**src/hdl/esr_pkg.sv**
```systemverilog
package esr_pkg;

    localparam int LOG_IN_W    = 64;
    localparam int MANT_W      = 32;
    localparam int LOG_INT_W   = 6;
    localparam int LOG_FRAC    = 24;
    localparam int LOG_W       = LOG_INT_W + LOG_FRAC;
    localparam int FRAC_IDX_W  = 5;
    localparam int NORM_STEP   = 8;

    localparam int K_W         = 26;
    localparam logic [K_W-1:0] DB_SCALE_Q16 = 26'd50504453;
    localparam int PROD_W      = LOG_W + K_W;
    localparam int ROUND_SHIFT = 40;
    localparam logic [PROD_W:0] ROUND_HALF = (PROD_W + 1)'(1) << (ROUND_SHIFT - 1);

    localparam int ESR_W       = 17;
    localparam logic [ESR_W-1:0] ESR_LIMIT = 17'd50000;

    localparam int Q_DEPTH     = 4;
    localparam int Q_PTR_W     = 2;

    typedef struct packed {
        logic                start;
        logic [LOG_IN_W-1:0] x;
    } t_log_req;

    typedef struct packed {
        logic             done;
        logic [LOG_W-1:0] result;
    } t_log_rsp;

    typedef struct packed {
        logic signed [ESR_W-1:0] esr_db;
        logic                    ref_silent;
    } t_result;

endpackage

```
**src/hdl/esr_queue.sv**
```systemverilog
module esr_queue #(
    parameter int WIDTH = 128
) (
    input  logic             i_clk,
    input  logic             i_rst_n,
    input  logic             i_push,
    input  logic [WIDTH-1:0] i_data,
    output logic             o_valid,
    output logic [WIDTH-1:0] o_data,
    input  logic             i_pop
);

    logic [WIDTH-1:0]              r_mem [esr_pkg::Q_DEPTH];
    logic [esr_pkg::Q_PTR_W-1:0]   r_wr;
    logic [esr_pkg::Q_PTR_W-1:0]   r_rd;
    logic [esr_pkg::Q_PTR_W:0]     r_count;
    logic                          w_pop;

    assign o_valid = (r_count != '0);
    assign o_data  = r_mem[r_rd];
    assign w_pop   = i_pop & o_valid;

    always_ff @(posedge i_clk) begin
        if (i_push) begin
            r_mem[r_wr] <= i_data;
        end
    end

    always_ff @(posedge i_clk) begin
        if (!i_rst_n) begin
            r_wr    <= '0;
            r_rd    <= '0;
            r_count <= '0;
        end else begin
            if (i_push) begin
                r_wr <= r_wr + 1'b1;
            end
            if (w_pop) begin
                r_rd <= r_rd + 1'b1;
            end
            r_count <= r_count + (esr_pkg::Q_PTR_W + 1)'(i_push)
                               - (esr_pkg::Q_PTR_W + 1)'(w_pop);
        end
    end

endmodule

```
**config.mk**
```make
export PLATFORM = sky130hd
export DESIGN_NAME = esr_queue
export DESIGN_NICKNAME = d
export VERILOG_FILES = /design/src/hdl/esr_pkg.sv /design/src/hdl/esr_queue.sv
export SDC_FILE = /design/constraint.sdc
export NUM_CORES = 1
export LEC_CHECK = 0
export BUFFER_PORTS_ARGS = -buffer_cell sky130_fd_sc_hd__buf_2
export CAP_MARGIN = 5
export CORE_ASPECT_RATIO = 2
export CORE_MARGIN = 2
export CORE_UTILIZATION = 30
export CTS_BUF_LIST = sky130_fd_sc_hd__clkbuf_4 sky130_fd_sc_hd__clkbuf_8 sky130_fd_sc_hd__clkbuf_16
export CTS_CLUSTER_DIAMETER = 30
export DETAILED_ROUTE_END_ITERATION = 10
export PLACE_DENSITY_LB_ADDON = 0.3
export SETUP_SLACK_MARGIN = 0.2
export SYNTH_ARGS = -nofsm -noshare
export SYNTH_HDL_FRONTEND = slang
export SYNTH_SLANG_ARGS = --single-unit
```
**constraint.sdc**
```tcl
create_clock -name i_clk -period 4.75 [get_ports i_clk]
set_clock_uncertainty 0.2 [all_clocks]
set_input_delay 0.95 -clock i_clk [delete_from_list [all_inputs] [get_ports i_clk]]
set_output_delay 0.95 -clock i_clk [all_outputs]
set_load 0.02 [all_outputs]
```
# After elaboration in Yosys (flattened, before gate mapping)
# Memory sizes are Yosys's and may differ from the RTL's. A register that Yosys moved wholly into a read port is not among the register bits.
# Index checks and enable logic that the tools add are counted.
# word_totals
reg_bits	7
ram_bits	512
inputBits	132
n_memories	1
# op_classes
addsub	4
mux	4
bitwise	1
n_reduce_logical	1
# mem_list
memory	words	word_bits	read_ports	rd_ports_with_merged_regs	write_ports	line	text
r_mem	4	128	1	1	1	esr_queue.sv:13	logic [WIDTH-1:0] r_mem [esr_pkg::Q_DEPTH];
# op_table
op	n
2-bit by 1-bit adder with 2-bit output, second input constant	2
2-bit 2-to-1 mux	2
3-bit by 1-bit adder with 3-bit output	1
3-bit nonzero test	1
3-bit by 1-bit subtractor with 3-bit output	1
1-bit 2-to-1 mux	2
1-bit AND	1

# Logic depth before layout (Yosys ltp)
# logic_depth
ltp_word	4
depth_mapped	7
mapped_depth_nobuf	7

# Worst setup path after synthesis
# No wires, ideal clock.
# synth_timing
kind	input -> register
start	in i_push
end	mem r_mem[0][0] (enable)
setup_time_ns	0.502
arrival_time_ns	3.883
required_ns	4.048
setup_slack_ns	0.165
cell_stages	1
path_cell_list	and2_1
# synth_between
elab_chain_len	2
# synth_lines
item	line	text
start: declaration	esr_queue.sv:6	input logic i_push,
1-bit 2-to-1 mux	esr_queue.sv:24	if (i_push) begin
1-bit 2-to-1 mux (not written as such)	esr_queue.sv:25	r_mem[r_wr] <= i_data;
end: declaration	esr_queue.sv:13	
# Every way passes these cells.

==> run summary <==
status: completed
Hold WS: 285 ps
fmax: 279 MHz
Met3 Wirelength: 3030 µm
Global Route Usage Sum: 12.4%
VDD IR max: 0.373 mV
Crit Path Class: flop to primary output
Final Wtd Congestion: 0.687
Final Slew Violations: 0
Leak: 7.89 nW
min Tclk post-route: 3580 ps
number of flops mapped to enable cells by yosys: 512
Synth area leaders: edfxtp_1 (81%), mux4_2 (15%), buf_12 (1.1%)
# DRC: 0
Avg Inst Size Synth: 26.7 µm²
Combinational Power Share: 17.1%
unrepaired setup endpoints after global routing: no
worst skew pair latency: 600 ps
worst setup margin: 1170 ps
first-pass GRT wire length: 59,700 µm
Finish-stage setup viols: 0
starting density of the core: 30.3%
cts repair resizes: 0
FF/Latch Area: 15,600 µm²
Non-Filler Instances: 1,884
Die X: 182 µm
1st-pass router iterations: 4
Die Span Y: 360 µm
CP arrival: 2430 ps
post-DP HPWL: 25,200 µm
Placement Rows: 130
top-count cell post-synth: edfxtp_1
Main synth FF type: edfxtp_1
Psw: 3.50 mW
clock-pin slew on the worst setup and hold paths: 50 ps
CP max FO: 51
PortBufs: 260
setup TNS: 0 ps
fin crit share: 75.4%
Vias: 8,578
Root Buffer: clkbuf_16
crit end category: primary output
Hold WC Path Type: flop to flop
initial antenna violation count: 10
Top Ports: 261
Multi-input gate area: 3160 µm²
GRT overflow: 0
Vias/cell: 4.55
Slew HR: 57.9%
Mapped Cells: 712
number of nets in the layout: 1,170
cells along the critical path: buf_12 -> mux4_2 -> buf_2
met2 WL: 21,400 µm
Slew @ Worst Pin: 631 ps
htree depth: 3
Synth async-reset ratio: 0%
largest area contributor in the netlist: edfxtp_1
synth cell count leaders: edfxtp_1 (512), mux4_2 (128), buf_2 (13), buf_12 (10), dfxtp_1 (9)
switching share of total power: 27.2%
Buf/Inv on CP: 2
Synthesized Nets: 851
maxcap violations: 0
Hold Fails Final Rpt: 0
Fill cells: 5,734
largest net degree at the start of global routing: 57
Critical Path Start Type: flop
Yosys Warn Count: 0
Clock Tree Buf Depth: 3
placed cells: 1,753
CP peak stage delay: 590 ps
routed length per instance: 21.5 µm
area grow syn2layout: 24.4%
synthesized cell area: 19,000 µm²
synthesized flop and latch total: 521
TritonCTS Buffers: 68
area share of the largest cell type after synthesis: 80.7%
clock sink total: 521
hold bufs inserted after CTS: 0
pwr/cell area: 545 nW/µm²
cell-internal power: 9.39 mW
post-CTS setup buffer count: 0
share of cells above drive strength 1: 48.9%
WL final: 40,400 µm
DR iter-0 viols: 413
antenna viol nets, final: 0
full die area: 65,600 µm²
vias in the first global route: 9,340
slowest stage cell, crit path: mux4_2
Top Metal Used: met5
share of total power in the clock network: 41.0%
CORE AREA: 62,800 µm²
library cells used by synthesis: 20
cell family with most CP delay: multiplexers
Final Power: 12.9 mW
CTS tree: yes
WL met1: 14,400 µm
Placement Setup Slack: 1680 ps
sequential share of the synthesized area: 81.7%
Seq pwr share: 41.9%
CP Data Required Time: 3600 ps
state kept, by name, indices dropped and copies added (netlist names), named ones only:
signal	flops
r_mem	512
r_count	3
r_rd	2
r_wr	2
power groups by stage:
stage	combinational [mW]	sequential, mW	clock [mW]
2_1_floorplan	1.67	5.44	0
5_1_grt	2.38	5.43	5.61
3_3_place_gp	2.29	5.49	0
6_report	2.21	5.40	5.29
4_1_cts	2.29	5.41	5.42
3_5_place_dp	2.28	5.51	0
area by class of cell:
type,count,share of cell area [%]
sequential,521,65.7
multi-input combinational,157,13.3
clock buffer,71,7.28
timing repair buffer,277,6.46
tap,792,4.18
clock inverter,55,2.86
inverter,6,0.0951
antenna,5,0.0528
per-stage QoR:
stage	utilization [%]	instance area [µm²]
after floorplan	-	19000
after global placement	33.9	21300
after detailed placement	33.9	21300
after CTS	37.7	23700
after global routing	37.7	23700
final	37.7	23700
final timing paths:
path,from,endpoint,slack [ps],depth (start not counted)
hold / removal,r_rd[0]$_SDFFE_PN0P_,flop,280,2
hold reg to reg,r_rd[0]$_SDFFE_PN0P_,flop,280,2
setup reg to reg,r_wr[0]$_SDFFE_PN0P_,r_mem[2][20]$_DFFE_PP_,2430,4
setup / recovery,flop,o_data[20],1170,3
placed cells by master, fill, tap and decap left out, drive strengths merged:
master and instances:
xor2 1, o311ai 1, o31a 1, nand2 2, mux2i 4, diode 5
inv 29, xnor3 1, dfxtp 9, clkinv 15, or3 1, mux4 128
ha 6, bufinv 7, buf 277, and2 8, edfxtp 512, nand2b 2
clkinvlp 10, fa 1, nor2b 1, clkbuf 71
layer usage:
metal	GRT usage, %	up-vias
met5	0	-
met4	6.14	12
met3	4.20	101
met2	21.8	278
met1	13.1	4441
li1	-	3746
kinds of logic (layout without fill, tap and decap cells):
kind of cell,Yosys count,in the layout,synth area share (%)
muxes,132,132,15.4
AOI/OAI and AO/OA,2,2,0.0920
other,0,5,0
adders and majority gates,7,7,0.499
xor gates and xnor gates,2,2,0.164
DFF,521,521,81.7
and+or+nand+nor,14,14,0.434
buffers and inverters,34,409,1.77
worst min-delay path: stages, from the launching register on:
cell     delay, ps
dfxtp_1        310
nand2_1         70
mux2i_1         60
No activity file was read; power rests on OpenSTA's default activity.
