===== config.mk =====
export PLATFORM = sky130hd
export DESIGN_NAME = esr_log2
export DESIGN_NICKNAME = d
export VERILOG_FILES = /design/src/hdl/esr_pkg.sv /design/src/hdl/esr_log2.sv
export SDC_FILE = /design/constraint.sdc
export NUM_CORES = 2
export LEC_CHECK = 0
export BUFFER_PORTS_ARGS = -buffer_cell sky130_fd_sc_hd__buf_4
export CORE_MARGIN = 2
export CORE_UTILIZATION = 60
export DETAILED_ROUTE_END_ITERATION = 8
export PLACE_DENSITY = 0.8
export RECOVER_POWER = 100
export SLEW_MARGIN = 20
export SYNTH_ARGS = -nofsm -noshare
export SYNTH_HDL_FRONTEND = slang
export SYNTH_SLANG_ARGS = --single-unit

===== constraint.sdc =====
create_clock -name i_clk -period 13.4 [get_ports i_clk]
set_input_delay 3.35 -clock i_clk [delete_from_list [all_inputs] [get_ports i_clk]]
set_output_delay 3.35 -clock i_clk [all_outputs]
set_load 0.005 [all_outputs]

===== src/hdl/esr_pkg.sv =====
package esr_pkg;

    localparam int LOG_IN_W    = 64;
    localparam int MANT_W      = 32;
    localparam int LOG_INT_W   = 6;
    localparam int LOG_FRAC    = 24;
    localparam int LOG_W       = LOG_INT_W + LOG_FRAC;
    localparam int FRAC_IDX_W  = 5;
    localparam int NORM_STEP   = 8;

    localparam int K_W         = 26;
    localparam logic [K_W-1:0] DB_SCALE_Q16 = 26'd50504453;
    localparam int PROD_W      = LOG_W + K_W;
    localparam int ROUND_SHIFT = 40;
    localparam logic [PROD_W:0] ROUND_HALF = (PROD_W + 1)'(1) << (ROUND_SHIFT - 1);

    localparam int ESR_W       = 17;
    localparam logic [ESR_W-1:0] ESR_LIMIT = 17'd50000;

    localparam int Q_DEPTH     = 4;
    localparam int Q_PTR_W     = 2;

    typedef struct packed {
        logic                start;
        logic [LOG_IN_W-1:0] x;
    } t_log_req;

    typedef struct packed {
        logic             done;
        logic [LOG_W-1:0] result;
    } t_log_rsp;

    typedef struct packed {
        logic signed [ESR_W-1:0] esr_db;
        logic                    ref_silent;
    } t_result;

endpackage


===== src/hdl/esr_log2.sv =====
module esr_log2 (
    input  logic                i_clk,
    input  logic                i_rst_n,
    input  esr_pkg::t_log_req   i_req,
    output esr_pkg::t_log_rsp   o_rsp
);

    typedef enum logic [1:0] {
        L_IDLE,
        L_NORM,
        L_SQR
    } t_state;

    t_state                                  r_state;
    logic [esr_pkg::LOG_IN_W-1:0]            r_x;
    logic [esr_pkg::LOG_INT_W-1:0]           r_p;
    logic [esr_pkg::MANT_W-1:0]              r_m;
    logic [esr_pkg::LOG_FRAC-1:0]            r_frac;
    logic [esr_pkg::FRAC_IDX_W-1:0]          r_i;
    logic                                    r_done;

    logic [2*esr_pkg::MANT_W-1:0]            w_sq;
    logic [esr_pkg::MANT_W:0]                w_t;

    assign w_sq = r_m * r_m;
    assign w_t  = w_sq[2*esr_pkg::MANT_W-1:esr_pkg::MANT_W-1];

    always_ff @(posedge i_clk) begin
        if (!i_rst_n) begin
            r_state <= L_IDLE;
            r_done  <= 1'b0;
        end else begin
            case (r_state)
                L_IDLE: begin
                    r_done <= 1'b0;
                    if (i_req.start) begin
                        r_x     <= i_req.x;
                        r_p     <= esr_pkg::LOG_INT_W'(esr_pkg::LOG_IN_W - 1);
                        r_frac  <= '0;
                        r_state <= L_NORM;
                    end
                end
                L_NORM: begin
                    r_done <= 1'b0;
                    if (r_x[esr_pkg::LOG_IN_W-1]) begin
                        r_m     <= r_x[esr_pkg::LOG_IN_W-1 -: esr_pkg::MANT_W];
                        r_i     <= esr_pkg::FRAC_IDX_W'(esr_pkg::LOG_FRAC - 1);
                        r_state <= L_SQR;
                    end else if (r_x[esr_pkg::LOG_IN_W-1 -: esr_pkg::NORM_STEP] == '0) begin
                        r_x <= r_x << esr_pkg::NORM_STEP;
                        r_p <= r_p - esr_pkg::LOG_INT_W'(esr_pkg::NORM_STEP);
                    end else begin
                        r_x <= r_x << 1;
                        r_p <= r_p - esr_pkg::LOG_INT_W'(1);
                    end
                end
                L_SQR: begin
                    r_done <= (r_i == '0);
                    if (w_t[esr_pkg::MANT_W]) begin
                        r_m         <= w_t[esr_pkg::MANT_W:1];
                        r_frac[r_i] <= 1'b1;
                    end else begin
                        r_m <= w_t[esr_pkg::MANT_W-1:0];
                    end
                    if (r_i == '0) begin
                        r_state <= L_IDLE;
                    end else begin
                        r_i <= r_i - esr_pkg::FRAC_IDX_W'(1);
                    end
                end
                default: begin
                    r_done  <= 1'b0;
                    r_state <= L_IDLE;
                end
            endcase
        end
    end

    assign o_rsp.done   = r_done;
    assign o_rsp.result = {r_p, r_frac};

endmodule


# Word level (Yosys, flattened, before mapping)
# Cells that the tools add are included.
# word_totals
register_bits	134
latch_bits	0
ramBits	0
mem_bits_ro	0
input_bits	67
out_inout_bits	31
elab_cells	60
n_memories	0
# op_classes
add_sub_neg	3
n_mul	1
div_mod_pow	0
magnitude_cmp	2
eq_ne	8
shifts	0
mux	23
n_bitwise	1
reduce_logical	14
# ops
op	count
$mux W64	3
$pmux W64 S2	1
$mul A32 B32 Y64	1
$mux W32	2
$pmux W32 S2	1
$mux W24	2
$pmux W24 S2	1
$or A24 B24 Y24	1
$mux W6	3
$ne A2 B2 Y1 const B	6
$pmux W6 S2	1
$reduce_and A4 Y1	3
$mux W5	2
$pmux W5 S2	1
$reduce_and A3 Y1	3
$logic_not A8 Y1	1
$lt A5 B6 Y1 const B	1
$mux W2	3
$pmux W2 S3	1
$reduce_bool A2 Y1	3
$sub A6 B1 Y6 const B	1
$sub A6 B4 Y6 const B	1
$demux W1 S5	1
$ge A5 B1 Y1 const B	1
8 further kinds	8

# Depth between registers and ports, before layout
# depth
word_depth	7
ltp_mapped	31
mapped_depth_nobuf	27

# Worst setup path before layout
# OpenSTA, ideal clock, no wires.
# synth_timing
path_kind	reg2reg
startpoint	reg r_m[5] in the netlist's numbering
endpoint	reg r_frac[0] in the netlist's numbering (enable)
setup_ns	0.440
arrival_ns	9.259
t_required_ns	12.960
slack_ns	3.700
path_stages_with_launch	30
n_path_buf	5
period_less_slack_ns	9.700
cell_sequence	edfxtp_1 -> clkbuf_1 -> clkbuf_1 -> nand2_1 -> fa_1 -> inv_1 -> fa_1 -> fa_1 -> inv_1 -> fa_1 -> inv_1 -> fa_1 -> fa_1 -> fa_1 -> inv_1 -> fa_1 -> inv_1 -> ha_1 -> buf_2 -> a21o_1 -> a31o_2 -> a221oi_1 -> o31ai_1 -> a211oi_1 -> nand3_1 -> xor2_1 -> buf_2 -> buf_4 -> mux2i_1 -> nor3b_1
# synth_via
elab_chain_len	3
# synth_lines
item	line	text
from (decl)	esr_log2.sv:17	logic [esr_pkg::MANT_W-1:0] r_m;
from (signal assigned)	esr_log2.sv:46	r_m <= r_x[esr_pkg::LOG_IN_W-1 -: esr_pkg::MANT_W];
from (signal assigned)	esr_log2.sv:60	r_m <= w_t[esr_pkg::MANT_W:1];
from (signal assigned)	esr_log2.sv:63	r_m <= w_t[esr_pkg::MANT_W-1:0];
$mul A32 B32 Y64	esr_log2.sv:25	assign w_sq = r_m * r_m;
$ne A2 B2 Y1 (no line)	n/a	
$reduce_and A4 Y1 (no line)	n/a	
to (signal assigned)	esr_log2.sv:39	r_frac <= '0;
to (signal, indexed assignment)	esr_log2.sv:61	r_frac[r_i] <= 1'b1;
to (decl)	esr_log2.sv:18	logic [esr_pkg::LOG_FRAC-1:0] r_frac;
# Every way passes these cells.
# A chain may end at the register's enable or synchronous reset.

# Worst setup path after layout
# layout_timing
startpoint	reg r_m[10] in the netlist's numbering
endpoint	reg r_m[29] in the netlist's numbering (data pin)
# layout_via
elab_chain_len	3
# layout_lines
item	line	text
$mul A32 B32 Y64	esr_log2.sv:25	
$mux W32	esr_log2.sv:59	if (w_t[esr_pkg::MANT_W]) begin
$pmux W32 S2	esr_log2.sv:33	case (r_state)
# Every way passes these cells.

==> qor.log <==
qor: synth.synth_cell_type_count 76
qor: floorplan.chipHeight 248 um
qor: worst_setup_path.crit_path_end_kind flip-flop
qor: sta.grt_setup_unrepaired no
qor: floorplan.die_area 0.0616 mm^2
qor: detailed_routing.avgViaCountPerCell 5.62
qor: sta.layout_worst_path_cycle_share 0.770
qor: detailed_routing.drt-initial-drc-count 2223
qor: placed_design.routabilityCongestion 0.931
qor: sta.period_minus_slack 10.32 ns
qor: synth.mean_instance_size_in_the_synthesized_netlist 9.57 um^2
qor: synth.mappedNetlistNets 4900
qor: worst_setup_path.worstPathRequired 13.54 ns
qor: clock_tree.cts_buffers 17
qor: synth.ys.warnings.count 0
qor: detailed_routing.wire_per_inst 19.8 um
qor: grt.grt_util_all_layers 0.310
qor: sta.timing.clock.skew 0.00739 ns
qor: min_path.worstHoldPathType flip-flop to flip-flop
qor: worst_setup_path.cp_top_family adder cells
qor: sta.max_frequency 96.9 MHz
qor: sta.setup_tns 0 ns
qor: detailed_routing.drc_errors 0
qor: layout.final_core_util 0.640
qor: synth.synth_area_leaders fa_1 44%, edfxtp_1 11%, ha_1 11%
qor: placed_design.hpwl_after_detailed_placement 71.5 mm
qor: sta.final-setup-viol-count 0
qor: grt.first_pass_grt_wire_length 147 mm
qor: floorplan.chipWidth 248 um
qor: clock_tree.cts.clk_slew.worst_paths 0.06 ns
qor: detailed_routing.antenna_left 0
qor: sta.timing.final.hold_violations 0
qor: sta.final-max-slew-violation-count 247
qor: placed_design.io_buf_count 97
qor: synth.synthesized_instance_count 3738
qor: sta.worstMarginPinSlew 3.33 ns
qor: run.max_cap_violations 6
qor: synth.post_synth_most_frequent_cells 982 x inv_1, 791 x fa_1, 411 x nand2_1, 304 x ha_1, 233 x and2_1
qor: run_status.status complete, but fails checks
qor: clock_tree.tritoncts_num_sinks 134
qor: layout.share_of_layout_cells_above_drive_strength_1 0.0517
qor: synth.mappedNetlistArea 0.0358 mm^2
qor: synth.yosysTopAreaCell fa_1
qor: synth.edff_count_synth 131
qor: worst_setup_path.critical-path-top-cell-by-count fa_1
qor: detailed_routing.wirelength 89.4 mm
qor: layout.layout.nets 4900
qor: synth.ys_async_sr_fraction 0
qor: layout.synthesis_to_layout_area_growth 5.58%
qor: clock_tree.postCtsSetupBuffers 0
qor: floorplan.floorplan.io_pins 98
qor: clock_tree.cts.hold.buffers_added 0
qor: grt.grt_pass1_vias 28180
qor: floorplan.placeableCoreArea 0.0590 mm^2
qor: worst_setup_path.arrival 10.47 ns
qor: synth.synthDominantCellAreaShare 0.443
qor: floorplan.initial_core_util 0.606
qor: synth.postSynthRegisterBits 134
qor: worst_setup_path.minimum_setup_slack_among_reg_to_reg_paths 3.08 ns
qor: synth.synth-seq-area-share 0.112
qor: run_status.failing_checks max-capacitance violations, max-slew violations
qor: synth.leading_cell_type_by_number_of_instances_after_synthesis inv_1
qor: clock_tree.cts_tree built
qor: clock_tree.number_of_cells_upsized_or_downsized_after_cts 0
qor: worst_setup_path.worst-path-max-fanout 30
qor: sta.fin_hold_ws 0.574 ns
qor: clock_tree.ctsRootBufferMaster clkbuf_16
qor: worst_setup_path.path_buf_inv 5
qor: sta.timing.max_slew.rel_slack -1.24
qor: synth.ys.flop_type edfxtp_1
qor: grt.grt_max_degree 83
qor: detailed_routing.drt_first_pass_iters 7
qor: worst_setup_path.cp_slowest_cell clkbuf_1
qor: grt.grt_antenna_before_repair 1
qor: clock_tree.worst_skew_pair.late_latency 0.42 ns
qor: clock_tree.maximum_clock_path_buffer_count 2
qor: layout.n_diodes 0
qor: worst_setup_path.critical-path-max-stage-delay 1.35 ns
qor: floorplan.rows 89
qor: grt.grt_overflow 0
qor: detailed_routing.num_vias 25406
qor: worst_setup_path.timing.critical_path.from_type flip-flop
qor: clock_tree.htree_levels 4
qor: worst_setup_path.critical_path_class flip-flop to flip-flop
logic make-up after synthesis:
logic type,Yosys count,share of synthesized area
simple gates,855,0.114
xor+xnor,83,0.0203
fa+ha+maj,1095,0.549
flops,134,0.112
compound gates,356,0.0626
buf+inv,1139,0.120
mux,76,0.0213
placed cells by master, fill, tap and decap left out, drive strengths merged, types with 43 or more instances in the layout:
cell	count
nor2	94
buf	75
mux2i	75
edfxtp	131
clkbuf	81
ha	304
fa	791
nand2	411
xnor2	43
and2	233
a21oi	101
o21ai	120
inv	982
stage by stage:
| stage | setup WS [ns] | std cells | cell area (um^2) |
|---|---|---|---|
| 6_report | 3.08 | 4523 | 37800 |
| 3_3_place_gp | 4.62 | 4491 | 37200 |
| 5_1_grt | 2.58 | 4523 | 37800 |
| 2_1_floorplan | 3.70 | 3738 | 35800 |
| 4_1_cts | 4.41 | 4522 | 37800 |
| 3_5_place_dp | 4.44 | 4491 | 37200 |
state kept, by name, summed over array words and instances (netlist names):
| signal | cells |
|---|---|
| r_p | 6 |
| r_done | 1 |
| r_frac | 24 |
| r_x | 64 |
| r_m | 32 |
| r_state | 2 |
| r_i | 5 |
area by class of cell:
type	instances	area [um^2]
Timing Repair Buffer	138	1010
Clock inverter	13	183
Tap cell	773	967
Clock buffer	18	429
Multi-Input combinational cell	2465	27500
Fill cell	4725	21300
Sequential cell	134	3990
Inverter	982	3690
worst reg2reg max path, delay by kind of cell (launching register included):
family,cells,cell delay (ns)
DFF,1,1.05
adders and majority gates,9,4.42
and+or+nand+nor,3,0.92
AOI/OAI and AO/OA,7,1.90
buffers and inverters,5,1.61
xor gates and xnor gates,1,0.16
layer usage:
layer  GRT usage  share of wire
met1       0.397           0.39
met4       0.126          0.049
met5           0              0
met3      0.0554          0.073
met2       0.524           0.49
final timing paths:
path                            startpoint  endpoint  cells after the start
worst max register to register     r_m[10]   r_m[29]                     25
worst min-delay path                r_x[6]    r_x[7]                      2
worst max-delay path               r_m[10]   r_m[29]                     25
worst min register to register      r_x[6]    r_x[7]                      2
Power is left out: the tool's default activity adds up to more than one toggle a clock period on the data nets, which glitch-free logic cannot reach.
