--- src/hdl/esr_pkg.sv ---
package esr_pkg;

    localparam int LOG_IN_W    = 64;
    localparam int MANT_W      = 32;
    localparam int LOG_INT_W   = 6;
    localparam int LOG_FRAC    = 24;
    localparam int LOG_W       = LOG_INT_W + LOG_FRAC;
    localparam int FRAC_IDX_W  = 5;
    localparam int NORM_STEP   = 8;

    localparam int K_W         = 26;
    localparam logic [K_W-1:0] DB_SCALE_Q16 = 26'd50504453;
    localparam int PROD_W      = LOG_W + K_W;
    localparam int ROUND_SHIFT = 40;
    localparam logic [PROD_W:0] ROUND_HALF = (PROD_W + 1)'(1) << (ROUND_SHIFT - 1);

    localparam int ESR_W       = 17;
    localparam logic [ESR_W-1:0] ESR_LIMIT = 17'd50000;

    localparam int Q_DEPTH     = 4;
    localparam int Q_PTR_W     = 2;

    typedef struct packed {
        logic                start;
        logic [LOG_IN_W-1:0] x;
    } t_log_req;

    typedef struct packed {
        logic             done;
        logic [LOG_W-1:0] result;
    } t_log_rsp;

    typedef struct packed {
        logic signed [ESR_W-1:0] esr_db;
        logic                    ref_silent;
    } t_result;

endpackage

--- src/hdl/esr_front.sv ---
module esr_front #(
    parameter int SAMPLE_BITS = 24,
    parameter int ACC_BITS    = 64
) (
    input  logic                   i_clk,
    input  logic                   i_rst_n,
    input  logic                   i_push,
    input  logic [SAMPLE_BITS-1:0] i_ref_sample,
    input  logic [SAMPLE_BITS-1:0] i_est_sample,
    input  logic                   i_last,
    output logic                   o_full,
    output logic                   o_snap_valid,
    output logic [ACC_BITS-1:0]    o_snap_err,
    output logic [ACC_BITS-1:0]    o_snap_ref,
    input  logic                   i_release
);

    localparam int DIFF_W = SAMPLE_BITS + 1;
    localparam int ESQ_W  = 2 * DIFF_W;
    localparam int RSQ_W  = 2 * SAMPLE_BITS;
    localparam int SUM_W  = ((ESQ_W > ACC_BITS) ? ESQ_W : ACC_BITS) + 1;
    localparam int RESV_W = $clog2(esr_pkg::Q_DEPTH + 1);

    logic                    w_accept;
    logic signed [DIFF_W-1:0] w_diff;
    logic [DIFF_W-1:0]       w_dmag;
    logic [SAMPLE_BITS-1:0]  w_rmag;
    logic [SUM_W-1:0]        w_esum;
    logic [SUM_W-1:0]        w_rsum;
    logic [ACC_BITS-1:0]     w_err_next;
    logic [ACC_BITS-1:0]     w_ref_next;
    logic [RESV_W-1:0]       n_resv;

    logic                    r_s1_valid;
    logic                    r_s1_last;
    logic [DIFF_W-1:0]       r_s1_dmag;
    logic [SAMPLE_BITS-1:0]  r_s1_rmag;
    logic                    r_s2_valid;
    logic                    r_s2_last;
    logic [ESQ_W-1:0]        r_s2_esq;
    logic [RSQ_W-1:0]        r_s2_rsq;
    logic [ACC_BITS-1:0]     r_err_acc;
    logic [ACC_BITS-1:0]     r_ref_acc;
    logic                    r_snap_valid;
    logic [ACC_BITS-1:0]     r_snap_err;
    logic [ACC_BITS-1:0]     r_snap_ref;
    logic [RESV_W-1:0]       r_resv;

    assign w_accept = i_push & ~o_full;

    assign w_diff = $signed({i_ref_sample[SAMPLE_BITS-1], i_ref_sample})
                  - $signed({i_est_sample[SAMPLE_BITS-1], i_est_sample});
    assign w_dmag = w_diff[DIFF_W-1] ? (~w_diff + 1'b1) : w_diff;
    assign w_rmag = i_ref_sample[SAMPLE_BITS-1] ? (~i_ref_sample + 1'b1) : i_ref_sample;

    assign w_esum     = SUM_W'(r_err_acc) + SUM_W'(r_s2_esq);
    assign w_rsum     = SUM_W'(r_ref_acc) + SUM_W'(r_s2_rsq);
    assign w_err_next = (|w_esum[SUM_W-1:ACC_BITS]) ? '1 : w_esum[ACC_BITS-1:0];
    assign w_ref_next = (|w_rsum[SUM_W-1:ACC_BITS]) ? '1 : w_rsum[ACC_BITS-1:0];

    // count measurements between acceptance and leaving the queue
    assign n_resv = r_resv + RESV_W'(w_accept & i_last) - RESV_W'(i_release);
    assign o_full = (r_resv == RESV_W'(esr_pkg::Q_DEPTH));

    always_ff @(posedge i_clk) begin
        if (!i_rst_n) begin
            r_s1_valid   <= 1'b0;
            r_s2_valid   <= 1'b0;
            r_snap_valid <= 1'b0;
            r_err_acc    <= '0;
            r_ref_acc    <= '0;
            r_resv       <= '0;
        end else begin
            r_resv     <= n_resv;
            r_s1_valid <= w_accept;
            r_s1_last  <= i_last;
            r_s1_dmag  <= w_dmag;
            r_s1_rmag  <= w_rmag;

            r_s2_valid <= r_s1_valid;
            r_s2_last  <= r_s1_last;
            r_s2_esq   <= r_s1_dmag * r_s1_dmag;
            r_s2_rsq   <= r_s1_rmag * r_s1_rmag;

            r_snap_valid <= r_s2_valid & r_s2_last;
            if (r_s2_valid) begin
                if (r_s2_last) begin
                    r_snap_err   <= w_err_next;
                    r_snap_ref   <= w_ref_next;
                    r_err_acc    <= '0;
                    r_ref_acc    <= '0;
                end else begin
                    r_err_acc <= w_err_next;
                    r_ref_acc <= w_ref_next;
                end
            end
        end
    end

    assign o_snap_valid = r_snap_valid;
    assign o_snap_err   = r_snap_err;
    assign o_snap_ref   = r_snap_ref;

endmodule

--- config.mk ---
export PLATFORM = sky130hd
export DESIGN_NAME = esr_front
export DESIGN_NICKNAME = d
export VERILOG_FILES = /design/src/hdl/esr_pkg.sv /design/src/hdl/esr_front.sv
export SDC_FILE = /design/constraint.sdc
export NUM_CORES = 2
export LEC_CHECK = 0
export ABC_AREA = 1
export BUFFER_PORTS_ARGS = -buffer_cell sky130_fd_sc_hd__clkbuf_2
export CAP_MARGIN = 20
export CORE_MARGIN = 3
export CORE_UTILIZATION = 49
export CTS_CLUSTER_SIZE = 20
export DETAILED_ROUTE_END_ITERATION = 8
export PLACE_DENSITY_LB_ADDON = 0.25
export SETUP_SLACK_MARGIN = 0.4
export SYNTH_ARGS = -nofsm -noshare
export SYNTH_HDL_FRONTEND = slang
export SYNTH_SLANG_ARGS = --single-unit
--- constraint.sdc ---
create_clock -name i_clk -period 13.55 [get_ports i_clk]
set_clock_uncertainty 0.1 [all_clocks]
set_input_delay 2.71 -clock i_clk [delete_from_list [all_inputs] [get_ports i_clk]]
set_output_delay 2.71 -clock i_clk [all_outputs]
set_load 0.005 [all_outputs]
### After elaboration in Yosys (flattened, before gate mapping)

Cells that the tools add are included.
W data, S select, Z words.

* equal/unequal tests: 1
* bitwise gates (word level): 6
* muxes and demuxes: 6
* add/subtract/negate cells: 7
* multipliers: 2
* reduce and logical (&&, ||, !) cells: 1

Operators with widths (number)
* $mux W64: 4
* $add A64 B48 Y65: 1
* $add A64 B50 Y65: 1
* $mul A25 B25 Y50: 1
* $mul A24 B24 Y48: 1
* $add A25 B1 Y25 const B: 1
* $not A25 Y25: 1
* $sub A24 B24 Y25: 1
* $add A24 B1 Y24 const B: 1
* $mux W24: 1
* $not A24 Y24: 1
* $mux W23: 1
* $add A3 B1 Y3: 1
* $and A1 B1 Y1: 3
* $eq A3 B3 Y1 const B: 1
* $reduce_and A3 Y1: 1
* $sub A3 B1 Y3: 1
* $not A1 Y1: 1

* register bits after elaboration: 411
* output and inout port bits: 130

### Longest topological paths before layout

* word-level depth: 6
* depth in mapped cells: 30
* gate-level depth less buffers: 28

### Worst setup path before layout

No wires, ideal clock.

* kind: input -> register
* start point: in i_rst_n
* end point: reg r_snap_err[0], in the netlist o_snap_err[0] (enable)
* slack: 4450 ps
* arrival: 8383 ps
* setup time: 618 ps
* stages on the path: 3
* buffers on the path: 1
* required time: 12832 ps
* path through: clkinv_1 clkbuf_1 nor2_1

* longest elaborated chain between the ends: 1

Ends and longest elaborated chain
* start: declaration: RTL line esr_front.sv:6 `input logic i_rst_n,`
* $reduce_and A3 Y1 (no source line)
* end signal: assignment: RTL line esr_front.sv:88 `r_snap_err <= w_err_next;`
* end: declaration: RTL line esr_front.sv:45 `logic [ACC_BITS-1:0] r_snap_err;`

Every way passes these cells.
A chain may end at the register's enable or synchronous reset.

### Final worst setup path

* start point: reg r_s1_rmag[1]
* end point: reg r_s2_rsq[40] (data pin)

* longest elaborated chain between the ends: 1

Ends and longest elaborated chain
* start: declaration: RTL line esr_front.sv:37 `logic [SAMPLE_BITS-1:0] r_s1_rmag;`
* start signal: assignment: RTL line esr_front.sv:78 `r_s1_rmag <= w_rmag;`
* $mul A24 B24 Y48: RTL line esr_front.sv:83 `r_s2_rsq <= r_s1_rmag * r_s1_rmag;`
* end signal: assignment: RTL line esr_front.sv:83
* end: declaration: RTL line esr_front.sv:41 `logic [RSQ_W-1:0] r_s2_rsq;`

Every way passes these cells.

==> flow_metrics.env <==
export IMPL_outcome="complete, no violations"
export IMPL_synth_warnings=0
export IMPL_drc=0
export IMPL_wl_per_cell_um=17.4
export IMPL_antenna_found_initial=2
export IMPL_hpwl_mm=141
export IMPL_clkTransAtPathRegs_ns=0.07
export IMPL_min_to="r_s2_valid$_SDFF_PN0_"
export IMPL_die_width_um=361
export IMPL_rsz0062_at_grt="no"
export IMPL_reg2reg_depth=23
export IMPL_critical_path_max_fanout=24
export IMPL_crit_reg2reg_launch="r_s1_rmag[1]$_DFFE_PP_"
export IMPL_area_delta_synth_final_pct=6.97
export IMPL_grt_pass1_wl_mm=277
export IMPL_place_congestion=0.996
export IMPL_max_freq_ghz=0.133
export IMPL_crit_required_ns=13.83
export IMPL_clock_sinks=409
export IMPL_cts_buffers=46
export IMPL_drive_above_1_share_pct=6.10
export IMPL_hold_path_cell_count=2
export IMPL_firstDrtPassIters=6
export IMPL_hold_violations=0
export IMPL_min_from="r_s1_valid$_SDFF_PN0_"
export IMPL_postCtsHoldBufs=0
export IMPL_vias=50000
export IMPL_dr_first_iter_drc_count=3821
export IMPL_cts_buffer_depth=3
export IMPL_hold_path_class="register to register"
export IMPL_cts_tree="built"
export IMPL_yosys_cell_count_top_type="inv_1"
export IMPL_finalSetupViolCount=0
export IMPL_critPathMostFrequentCell="fa_1"
export IMPL_yosys_top_cells_count="2,145 x inv_1, 2,060 x nand2_1, 890 x fa_1"
export IMPL_yosys_area_top_type="fa_1"
export IMPL_worst_ep_arrival_time_ns=7.81
export IMPL_endpoint_kind="register"
export IMPL_grt_total_usage_pct=26.5
export IMPL_grt_max_degree=93
export IMPL_cts_resized_gates=0
export IMPL_synth_area_per_cell_sq_um=7.75
export IMPL_relSlewSlack_pct=20.4
export IMPL_root_buffer="clkbuf_16"
export IMPL_routed_via_density=5.12
export IMPL_fin_crit_sh_pct=55.5
export IMPL_placeableCoreArea_sq_um=125000
export IMPL_htreeDepth=2
export IMPL_port_buffers=182
export IMPL_critical_path_max_stage_delay_ns=1.13
export IMPL_synthTopCellsByArea="fa_1 29%, edfxtp_1 13%, inv_1 13%"
export IMPL_cp_top_family="adder cells"
export IMPL_cp_depth=23
export IMPL_ys_async_sr_fraction_pct=0
export IMPL_ys_ff_latch=409
export IMPL_fin_crit_ns=7.52
export IMPL_reg2reg_to="r_s2_rsq[40]$_DFFE_PP_"
export IMPL_slew_violations=0
export IMPL_maxCapViolations=0
export IMPL_std_cell_rows=129
export IMPL_ant_nets=0
export IMPL_post_cts_buffers=0
export IMPL_reg2reg_slack_ns=6.03
export IMPL_cpMaxStageDelayCell="edfxtp_1"
export IMPL_ys_flop_type="edfxtp_1"
export IMPL_synthCells=7991
export IMPL_start_util_pct=49.7
export IMPL_cp_start_kind="register"
export IMPL_crit_type="register to register"
export IMPL_yosysTopAreaCellShare_pct=28.8
export IMPL_fin_nets=9528
export IMPL_tns_ns=0
export IMPL_synth_edff_count=275
export IMPL_grt_pass1_vias=51700
export IMPL_wirelength_mm=170
export IMPL_syn_num_nets=9424
export IMPL_syn_cell_area_sq_um=61900
export IMPL_critPathBufInv=5
export IMPL_worst_pin_slew_ns=1.19
export IMPL_crit_chain="nand2_1 > fa_1 > inv_1 > fa_1 > fa_1 > inv_1 > fa_1 > inv_1 > fa_1 > fa_1 > inv_1 > fa_1 > inv_1 > ha_1 > nand2_1 > nor2_1 > nand2_1 > o21ai_0 > a21oi_1 > o21bai_1 > nand2_1 > nand3_1 > nand2_1"
export IMPL_clock_latency_ns=0.65
export IMPL_ys_types=54
export IMPL_synth_seq_area_share_pct=17.7
export IMPL_ios=183
export IMPL_die_area_sq_um=131000
export IMPL_fp_dieH_um=361
export IMPL_grt_ovfl_total=0
-- worst register-to-register path, cell delays in order, from the launching register on --
cell and delay [ns]:
edfxtp_1 1.13, nand2_1 0.27, fa_1 0.57, inv_1 0.06, fa_1 0.50, fa_1 0.54, inv_1 0.05, fa_1 0.50
inv_1 0.06, fa_1 0.49, fa_1 0.53, inv_1 0.06, fa_1 0.48, inv_1 0.04, ha_1 0.35, nand2_1 0.11
nor2_1 0.16, nand2_1 0.09, o21ai_0 0.41, a21oi_1 0.24, o21bai_1 0.28, nand2_1 0.10, nand3_1 0.08, nand2_1 0.05
-- sequential cells by signal (all words and copies together) (netlist names) --
| signal | count |
|---|---|
| r_ref_acc | 64 |
| r_s2_esq | 49 |
| r_resv | 3 |
| r_s1_dmag | 25 |
| r_s1_last | 1 |
| o_snap_err | 64 |
| o_snap_ref | 64 |
| r_s1_valid | 1 |
| r_s1_rmag | 24 |
| r_s2_last | 1 |
| o_snap_valid | 1 |
| r_s2_rsq | 47 |
| r_err_acc | 64 |
| r_s2_valid | 1 |
-- cells in the final DEF, fill, tap and decap left out, drive strengths merged, types with 18 or more instances in the layout --
cell type | netlist | final
nor3 | 57 | 57
xnor2 | 99 | 99
edfxtp | 275 | 275
ha | 490 | 490
inv | 2158 | 2166
buf | 22 | 50
a21o | 19 | 19
o21bai | 29 | 29
nor2 | 424 | 424
nand4 | 51 | 51
a31oi | 34 | 34
clkinv | 5 | 18
nand2 | 2138 | 2138
o21ai | 148 | 148
fa | 890 | 890
clkbuf | 153 | 239
xor2 | 112 | 112
nand3 | 284 | 284
dfxtp | 134 | 134
nor4 | 21 | 21
a21oi | 399 | 399
-- cell families after synthesis --
group / Yosys count / synth area share [%]
buffers and inverters: 2338 / 14.4
AOI/OAI and AO/OA: 650 / 5.83
and+or+nand+nor: 3003 / 20.5
DFF: 409 / 17.7
xor gates and xnor gates: 211 / 2.98
adders and majority gates: 1380 / 38.7
-- stage by stage --
stage | util [%] | setup slack [ns] | hold slack, ns | std cells | instance area [sq um]
finish | 53.2 | 6.03 | 0.330 | 9772 | 66200
global route | 53.2 | 5.75 | 0.336 | 9770 | 66200
CTS | 52.9 | 6.12 | 0.330 | 9758 | 65900
detailed placement | 51.7 | 6.14 | 0.320 | 9672 | 64400
global placement | 51.7 | 6.22 | 0.299 | 9672 | 64400
floorplan | - | 4.45 | 0.290 | 7991 | 61900
-- worst max path at each step --
stage / start / endpoint
5_1_grt: r_s1_dmag[3]$_DFFE_PP_ / r_s2_esq[34]$_DFFE_PP_
3_5_place_dp: r_s1_rmag[18]$_DFFE_PP_ / r_s2_rsq[40]$_DFFE_PP_
2_1_floorplan: i_rst_n / o_snap_err[0]$_DFFE_PP_
3_3_place_gp: r_s1_dmag[3]$_DFFE_PP_ / r_s2_esq[30]$_DFFE_PP_
4_1_cts: r_s1_rmag[2]$_DFFE_PP_ / r_s2_rsq[40]$_DFFE_PP_
6_report: r_s1_rmag[1]$_DFFE_PP_ / r_s2_rsq[40]$_DFFE_PP_
-- final cells by class --
type                    instances  area (sq um)
clock buffers                  58          1230
inverters                    2163          8120
fillers                     12000         58400
diodes                          2          5.00
flip-flops and latches        409         10900
well taps                    1637          2050
clock inverters                28           308
multi-input cells            5244         42100
repair buffers                231          1490
-- routing by layer --
| layer | global-route usage, % | part of all wire, % |
|---|---|---|
| met1 | 37.5 | 45 |
| met2 | 43.7 | 46 |
| met3 | 3.49 | 6.7 |
| met4 | 5.57 | 2.2 |
| met5 | 0 | 0 |
Power is left out: the tool's default activity adds up to more than one toggle a clock period on the data nets, which glitch-free logic cannot reach.
