[src/hdl/esr_pkg.sv]
package esr_pkg;

    localparam int LOG_IN_W    = 64;
    localparam int MANT_W      = 32;
    localparam int LOG_INT_W   = 6;
    localparam int LOG_FRAC    = 24;
    localparam int LOG_W       = LOG_INT_W + LOG_FRAC;
    localparam int FRAC_IDX_W  = 5;
    localparam int NORM_STEP   = 8;

    localparam int K_W         = 26;
    localparam logic [K_W-1:0] DB_SCALE_Q16 = 26'd50504453;
    localparam int PROD_W      = LOG_W + K_W;
    localparam int ROUND_SHIFT = 40;
    localparam logic [PROD_W:0] ROUND_HALF = (PROD_W + 1)'(1) << (ROUND_SHIFT - 1);

    localparam int ESR_W       = 17;
    localparam logic [ESR_W-1:0] ESR_LIMIT = 17'd50000;

    localparam int Q_DEPTH     = 4;
    localparam int Q_PTR_W     = 2;

    typedef struct packed {
        logic                start;
        logic [LOG_IN_W-1:0] x;
    } t_log_req;

    typedef struct packed {
        logic             done;
        logic [LOG_W-1:0] result;
    } t_log_rsp;

    typedef struct packed {
        logic signed [ESR_W-1:0] esr_db;
        logic                    ref_silent;
    } t_result;

endpackage

[src/hdl/esr_back.sv]
module esr_back #(
    parameter int ACC_BITS = 64
) (
    input  logic                  i_clk,
    input  logic                  i_rst_n,
    input  logic                  i_snap_valid,
    input  logic [ACC_BITS-1:0]   i_snap_err,
    input  logic [ACC_BITS-1:0]   i_snap_ref,
    output logic                  o_snap_pop,
    output esr_pkg::t_log_req     o_log_req,
    input  esr_pkg::t_log_rsp     i_log_rsp,
    input  logic                  i_pop,
    output logic                  o_valid,
    output esr_pkg::t_result      o_result
);

    typedef enum logic [2:0] {
        S_IDLE,
        S_LOG_E,
        S_LOG_R,
        S_MUL,
        S_RND,
        S_OUT
    } t_state;

    t_state                          r_state;
    logic [ACC_BITS-1:0]             r_ref;
    logic [esr_pkg::LOG_W-1:0]       r_le;
    logic [esr_pkg::LOG_W-1:0]       r_diff;
    logic                            r_neg;
    logic [esr_pkg::PROD_W-1:0]      r_prod;
    esr_pkg::t_result                r_res;
    esr_pkg::t_result                r_out;
    logic                            r_out_valid;
    esr_pkg::t_log_req               r_log_req;

    logic [ACC_BITS-1:0]             w_err_floor;
    logic [esr_pkg::LOG_W-1:0]       w_lr;
    logic                            w_neg;
    logic [esr_pkg::LOG_W-1:0]       w_diff;
    logic [esr_pkg::PROD_W:0]        w_rnd;
    logic [esr_pkg::ESR_W-1:0]       w_mag;
    logic [esr_pkg::ESR_W-1:0]       w_mag_sat;
    logic [esr_pkg::ESR_W-1:0]       w_esr;
    logic                            w_start;
    logic                            w_load;

    assign w_err_floor = (i_snap_err == '0) ? ACC_BITS'(1) : i_snap_err;
    assign w_lr        = i_log_rsp.result;
    assign w_neg       = (r_le < w_lr);
    assign w_diff      = w_neg ? (w_lr - r_le) : (r_le - w_lr);
    assign w_rnd       = (esr_pkg::PROD_W + 1)'(r_prod) + esr_pkg::ROUND_HALF;
    assign w_mag       = w_rnd[esr_pkg::PROD_W -: esr_pkg::ESR_W];
    assign w_mag_sat   = (w_mag > esr_pkg::ESR_LIMIT) ? esr_pkg::ESR_LIMIT : w_mag;
    assign w_esr       = r_neg ? (~w_mag_sat + 1'b1) : w_mag_sat;

    assign w_start = ((r_state == S_IDLE) && i_snap_valid && (i_snap_ref != '0))
                  || ((r_state == S_LOG_E) && i_log_rsp.done);
    assign w_load  = (r_state == S_OUT) && (!r_out_valid || i_pop);

    assign o_snap_pop  = (r_state == S_IDLE) && i_snap_valid;

    always_ff @(posedge i_clk) begin
        if (!i_rst_n) begin
            r_state         <= S_IDLE;
            r_out_valid     <= 1'b0;
            r_log_req.start <= 1'b0;
        end else begin
            r_log_req.start <= w_start;
            if (w_load) begin
                r_out       <= r_res;
                r_out_valid <= 1'b1;
            end else if (i_pop && r_out_valid) begin
                r_out_valid <= 1'b0;
            end
            case (r_state)
                S_IDLE: begin
                    if (i_snap_valid) begin
                        r_ref <= i_snap_ref;
                        if (i_snap_ref == '0) begin
                            r_res.esr_db     <= '0;
                            r_res.ref_silent <= 1'b1;
                            r_state          <= S_OUT;
                        end else begin
                            r_log_req.x     <= esr_pkg::LOG_IN_W'(w_err_floor);
                            r_state         <= S_LOG_E;
                        end
                    end
                end
                S_LOG_E: begin
                    if (i_log_rsp.done) begin
                        r_le            <= i_log_rsp.result;
                        r_log_req.x     <= esr_pkg::LOG_IN_W'(r_ref);
                        r_state         <= S_LOG_R;
                    end
                end
                S_LOG_R: begin
                    if (i_log_rsp.done) begin
                        r_diff  <= w_diff;
                        r_neg   <= w_neg;
                        r_state <= S_MUL;
                    end
                end
                S_MUL: begin
                    r_prod  <= r_diff * esr_pkg::DB_SCALE_Q16;
                    r_state <= S_RND;
                end
                S_RND: begin
                    r_res.esr_db     <= w_esr;
                    r_res.ref_silent <= 1'b0;
                    r_state          <= S_OUT;
                end
                S_OUT: begin
                    if (w_load) begin
                        r_state <= S_IDLE;
                    end
                end
                default: begin
                    r_state <= S_IDLE;
                end
            endcase
        end
    end

    assign o_log_req = r_log_req;
    assign o_valid   = r_out_valid;
    assign o_result  = r_out;

endmodule

[config.mk]
export PLATFORM = sky130hd
export DESIGN_NAME = esr_back
export DESIGN_NICKNAME = d
export VERILOG_FILES = /design/src/hdl/esr_pkg.sv /design/src/hdl/esr_back.sv
export SDC_FILE = /design/constraint.sdc
export NUM_CORES = 1
export LEC_CHECK = 0
export BUFFER_PORTS_ARGS = -buffer_cell sky130_fd_sc_hd__buf_2
export CAP_MARGIN = 20
export CORE_ASPECT_RATIO = 0.5
export CORE_MARGIN = 4
export CORE_UTILIZATION = 60
export CTS_BUF_LIST = sky130_fd_sc_hd__clkbuf_8 sky130_fd_sc_hd__clkbuf_16
export DETAILED_ROUTE_END_ITERATION = 7
export PLACE_DENSITY = 0.83
export SKIP_LAST_GASP = 1
export SLEW_MARGIN = 20
export SYNTH_ARGS = -nofsm -noshare
export SYNTH_HDL_FRONTEND = slang
export SYNTH_SLANG_ARGS = --single-unit
export TNS_END_PERCENT = 30
[constraint.sdc]
create_clock -name i_clk -period 14 [get_ports i_clk]
set_input_delay 1.4 -clock i_clk [delete_from_list [all_inputs] [get_ports i_clk]]
set_output_delay 1.4 -clock i_clk [all_outputs]
set_load 0.005 [all_outputs]
After elaboration in Yosys (flattened, before gate mapping)
Index checks and enable logic that the tools add are counted.
W data, S select, Z words.
{"block": "op_classes", "n_addsub": 4, "mul": 1, "order_cmp": 2, "eq_ne": 11, "n_mux": 19, "n_bitwise": 1, "n_reduce_logical": 23}
{"operator": "$mux W64", "n": 4}
{"operator": "$logic_not A64 Y1", "n": 2}
{"operator": "$pmux W64 S2", "n": 1}
{"operator": "$reduce_bool A64 Y1", "n": 1}
{"operator": "$sub A30 B30 Y30", "n": 2}
{"operator": "$add A56 B40 Y57 const B", "n": 1}
{"operator": "$mul A30 B26 Y56 const B", "n": 1}
{"operator": "$mux W18", "n": 2}
{"operator": "$pmux W18 S2", "n": 1}
{"operator": "$mux W17", "n": 2}
{"operator": "$lt A30 B30 Y1", "n": 1}
{"operator": "$mux W30", "n": 1}
{"operator": "$pmux W3 S6", "n": 1}
{"operator": "$add A17 B1 Y17 const B", "n": 1}
{"operator": "$gt A17 B16 Y1 const B", "n": 1}
{"operator": "$not A17 Y17", "n": 1}
{"operator": "$mux W3", "n": 5}
{"operator": "$ne A2 B2 Y1 const B", "n": 5}
{"operator": "$reduce_and A3 Y1", "n": 3}
{"operator": "$reduce_and A4 Y1", "n": 2}
{"operator": "$eq A3 B2 Y1 const B", "n": 2}
{"operator": "$eq A3 B3 Y1 const B", "n": 2}
{"operator": "$reduce_bool A2 Y1", "n": 3}
{"operator": "$logic_and A1 B1 Y1", "n": 5}
{"operator": "8 further kinds", "n": 11}
{"block": "totals", "regBits": 286, "in_bits": 163, "output_inout_bits": 85, "word_cells": 74}

Depth between registers and ports, before layout
{"block": "depth", "word_depth": 7, "depth_mapped": 23}

Least setup slack after synthesis
Ideal clock, no wire load.
{"block": "synth_timing", "path_type": "input -> register", "from": "in i_snap_ref[17]", "to": "reg r_log_req, in the netlist o_log_req[0], enable pin", "setup_ps": 666, "arrival_ps": 8285, "required_ps": 13334, "path_slack_ps": 5049, "stages": 5, "path_buffers": 0, "cell_sequence": "nor4_1 nand4_1 nor4_1 nand4_1 nor4b_1"}
{"block": "synth_via", "elab_chain_len": 3}
{"item": "from (decl)", "line_no": "esr_back.sv:8", "text": "input logic [ACC_BITS-1:0] i_snap_ref,"}
{"item": "$logic_not A64 Y1", "line_no": "esr_back.sv:80", "text": "if (i_snap_ref == '0) begin"}
{"item": "$ne A2 B2 Y1 (no line)"}
{"item": "$reduce_and A5 Y1 (no line)"}
{"item": "to (decl)", "line_no": "esr_back.sv:35", "text": "esr_pkg::t_log_req r_log_req;"}
No other way between the ends.
A chain may end at the register's enable or synchronous reset.

Final worst setup path
{"block": "layout_timing", "from": "reg r_diff[9] in the netlist's numbering", "to": "reg r_prod[51] in the netlist's numbering (data pin)"}
{"block": "layout_via", "elab_chain_len": 1}
{"item": "from (decl)", "line_no": "esr_back.sv:29", "text": "logic [esr_pkg::LOG_W-1:0] r_diff;"}
{"item": "from (signal assigned)", "line_no": "esr_back.sv:99", "text": "r_diff <= w_diff;"}
{"item": "$mul A30 B26 Y56", "line_no": "esr_back.sv:105", "text": "r_prod <= r_diff * esr_pkg::DB_SCALE_Q16;"}
{"item": "to (signal assigned)", "line_no": "esr_back.sv:105"}
{"item": "to (decl)", "line_no": "esr_back.sv:31", "text": "logic [esr_pkg::PROD_W-1:0] r_prod;"}
No other way between the ends.

==> results.cfg <==
[power_and_ir_drop]
pwr-share-seq_pct = 39.0
power-per-cell-area_mw_per_mm2 = 92.5
netSwitchingFraction_pct = 32.7
ir_worst_vdd_v = 0.0000911
total_leakage_power_nw = 11.5
power.net_switching_w = 0.000734
clock_power_share_pct = 27.4
power.internal_w = 0.00151
combinationalPowerShare_pct = 33.6

[grt]
number_of_global_route_vias_before_repair = 15700
grt_pass1_wl_um = 83300
global_route_overflow = 0
antenna_found_initial = 2
grt_max_degree = 65
grtUsageTotal_pct = 26.5

[sta]
timing.final.crit_period_ns = 6.84
max-slew-margin-rel_pct = 33.5
setup_violations = 0
fin_ws_ns = 7.16
fin_crit_sh_pct = 48.9
worst_case_clock_skew_ns = 0.0146
rsz0062_at_grt = false
hold_viol_final = 0
totalNegativeSetupSlack_ns = 0
maxSlewViolCount = 0
maximum_clock_frequency_mhz = 146
hold_slack_ns = 0.419
worst-slew-pin-transition_ns = 0.997

[worst_setup_path]
worstSetupEndpointType = flop
worstSetupPathType = reg -> reg
cp_max_fo = 7
timing.critical_path.arrival_ns = 7.12
worst_r2r_startpoint = r_diff[9]$_DFFE_PP_
crit_start = r_diff[9]$_DFFE_PP_
regToRegSetupSlack_ns = 7.16
cp_data_required_time_ns = 14.28
worst_setup_path_start_kind = flop

[final_layout]
layout-drive-gt1-share_pct = 17.1
layout.nets = 2884
final-seq-area_mm2 = 0.00737
multi_input_area_mm2 = 0.0128
utilization_pct = 67.7
fin_area_mm2 = 0.0243
fillers = 2639
syn2layout_area_growth_pct = 11.4
antennaDiodeCount = 0

[routing]
drtAntennaViolNets = 0
drt_first_pass_iters = 5
route.vias.total = 15500
drt-vias-per-instance = 5.70
wl_per_cell_um = 19.5
drc_errors = 0
drtIter0Drc = 1142
detail_route.wirelength_um = 53000

[place]
dpl_worst_slack_ns = 7.22
post-dp-hpwl_um = 43100
routabilityCongestion = 0.957
place_area_mm2 = 0.0236
port_buffers = 247

[floorplan]
io-pin-count = 248
placeableCoreArea_mm2 = 0.0359
placementRows = 49
start_util_pct = 60.8
die_y_extent_um = 143
die_width_um = 278
dieArea_mm2 = 0.0396

[synth]
netlist_top_cells_area = sky130_fd_sc_hd__edfxtp_1, sky130_fd_sc_hd__ha_1, sky130_fd_sc_hd__fa_1, sky130_fd_sc_hd__inv_1, sky130_fd_sc_hd__mux2_2
ys.flop_type = sky130_fd_sc_hd__edfxtp_1
syn_area_mm2 = 0.0218
ys_ff_latch = 247
synth.lib_cells_used.distinct = 73
synth.yosys.warnings = 0
synth_sequential_area_ratio_pct = 33.8
yosys-top-cells-count = sky130_fd_sc_hd__inv_1, sky130_fd_sc_hd__ha_1, sky130_fd_sc_hd__edfxtp_1
synth_top_cell_by_area = sky130_fd_sc_hd__edfxtp_1
syn_avg_cell_area_um2 = 11.0
yosysTopAreaCellShare_pct = 33.3
synth-edff-count = 242
most_frequently_used_cell_type_in_the_post_synthesis_netlist = sky130_fd_sc_hd__inv_1
synthesis.instances = 1976
net_count_after_synthesis = 2646
async_reset_ff_share_pct = 0

[clock_tree]
cts.root.buffer_cell = sky130_fd_sc_hd__clkbuf_16
clock_path_buffers = 3
clk-insertion-delay-late_ns = 0.55
postCtsHoldBufs = 0
post_cts_buffers = 0
total_clock_sinks = 247
tritoncts = built
path_clk_slew_ns = 0.06
clock_tree.htree_level_count = 1
cts_repair_resize_count = 0
tritoncts.num_buffers = 24

[job]
drv.max_cap_violation_count = 0

[hold_path]
min_path_type = reg -> reg
hp-start = r_res[3]$_SDFFCE_PN0P_

[status]
status = complete, no violations
-- layout make-up --
class / instances / share of cell area (%)
Clock buffer: 24 / 2.47
Inverter: 387 / 5.98
Tap cell: 484 / 2.49
Clock inverter: 18 / 0.484
Timing Repair Buffer: 257 / 5.40
Sequential cell: 247 / 30.3
Multi-Input combinational cell: 1297 / 52.8
-- power by group through the flow --
stage | registers [W] | clock network [W] | logic (W)
final | 0.000877 | 0.000615 | 0.000754
after global routing | 0.000880 | 0.000661 | 0.000851
after CTS | 0.000877 | 0.000629 | 0.000748
after detailed placement | 0.000893 | 0 | 0.000733
after global placement | 0.000891 | 0 | 0.000712
after floorplan | 0.000892 | 0 | 0.000520
-- critical path, stage by stage, from the launching register on --
cell and delay (ns):
sky130_fd_sc_hd__edfxtp_1 0.54, sky130_fd_sc_hd__ha_1 0.36, sky130_fd_sc_hd__ha_1 0.33, sky130_fd_sc_hd__inv_1 0.07, sky130_fd_sc_hd__fa_1 0.49, sky130_fd_sc_hd__inv_1 0.05
sky130_fd_sc_hd__fa_1 0.50, sky130_fd_sc_hd__inv_1 0.05, sky130_fd_sc_hd__fa_1 0.48, sky130_fd_sc_hd__inv_1 0.05, sky130_fd_sc_hd__fa_1 0.53, sky130_fd_sc_hd__inv_1 0.06
sky130_fd_sc_hd__fa_1 0.53, sky130_fd_sc_hd__inv_1 0.04, sky130_fd_sc_hd__ha_1 0.32, sky130_fd_sc_hd__and3_1 0.23, sky130_fd_sc_hd__a221oi_1 0.31, sky130_fd_sc_hd__nor2_1 0.06
sky130_fd_sc_hd__o21ai_0 0.31, sky130_fd_sc_hd__a311oi_1 0.15, sky130_fd_sc_hd__or2_2 0.33, sky130_fd_sc_hd__a221oi_1 0.46, sky130_fd_sc_hd__o21bai_1 0.15, sky130_fd_sc_hd__xor2_1 0.16
-- layout by cell type, fill, tap and decap left out, types with 55 or more instances in the layout --
cell type,count
sky130_fd_sc_hd__inv_1,391
sky130_fd_sc_hd__ha_1,347
sky130_fd_sc_hd__buf_2,247
sky130_fd_sc_hd__edfxtp_1,242
sky130_fd_sc_hd__fa_1,160
sky130_fd_sc_hd__a21oi_1,101
sky130_fd_sc_hd__nand2_1,76
sky130_fd_sc_hd__mux2_2,67
sky130_fd_sc_hd__nor2_1,60
sky130_fd_sc_hd__o21ai_0,55
-- layer usage --
metal	vias up	wire, um	track usage (%)
li1	7365	-	-
met1	7491	22600	35.1
met2	516	25300	45.7
met3	93	3620	5.10
met4	2	1480	6.90
met5	-	9	0
-- sequential cells by signal, summed over array words and instances, names as in the netlist --
register	flops
o_log_req	65
r_neg	1
o_valid	1
o_result	18
r_prod	17
r_diff	30
r_le	30
r_ref	64
r_state	3
r_res	18
-- cells by family (layout without fill, tap and decap cells) --
group	count (synthesis)	in the layout	share of synthesized area [%]
adders and majority gates	507	507	34.6
buffers and inverters	432	686	7.50
AOI/OAI and AO/OA	324	324	9.72
and+or+nand+nor	317	317	7.52
DFF	247	247	33.8
muxes	83	83	4.20
xor gates and xnor gates	66	66	2.65
-- metrics by stage --
| step | instances | power [W] |
|---|---|---|
| 2_1_floorplan | 1976 | 0.00141 |
| 3_3_place_gp | 2672 | 0.00160 |
| 3_5_place_dp | 2672 | 0.00163 |
| 4_1_cts | 2714 | 0.00225 |
| 5_1_grt | 2714 | 0.00239 |
| 6_report | 2714 | 0.00225 |
-- worst paths after layout --
kind | to | depth (start not counted)
worst min-delay path | o_result[3]$_DFFE_PP_ | 0
worst max register to register | r_prod[51]$_DFFE_PP_ | 23
worst min register to register | o_result[3]$_DFFE_PP_ | 0
worst max-delay path | r_prod[51]$_DFFE_PP_ | 23
(Power assumes the default switching activity.)
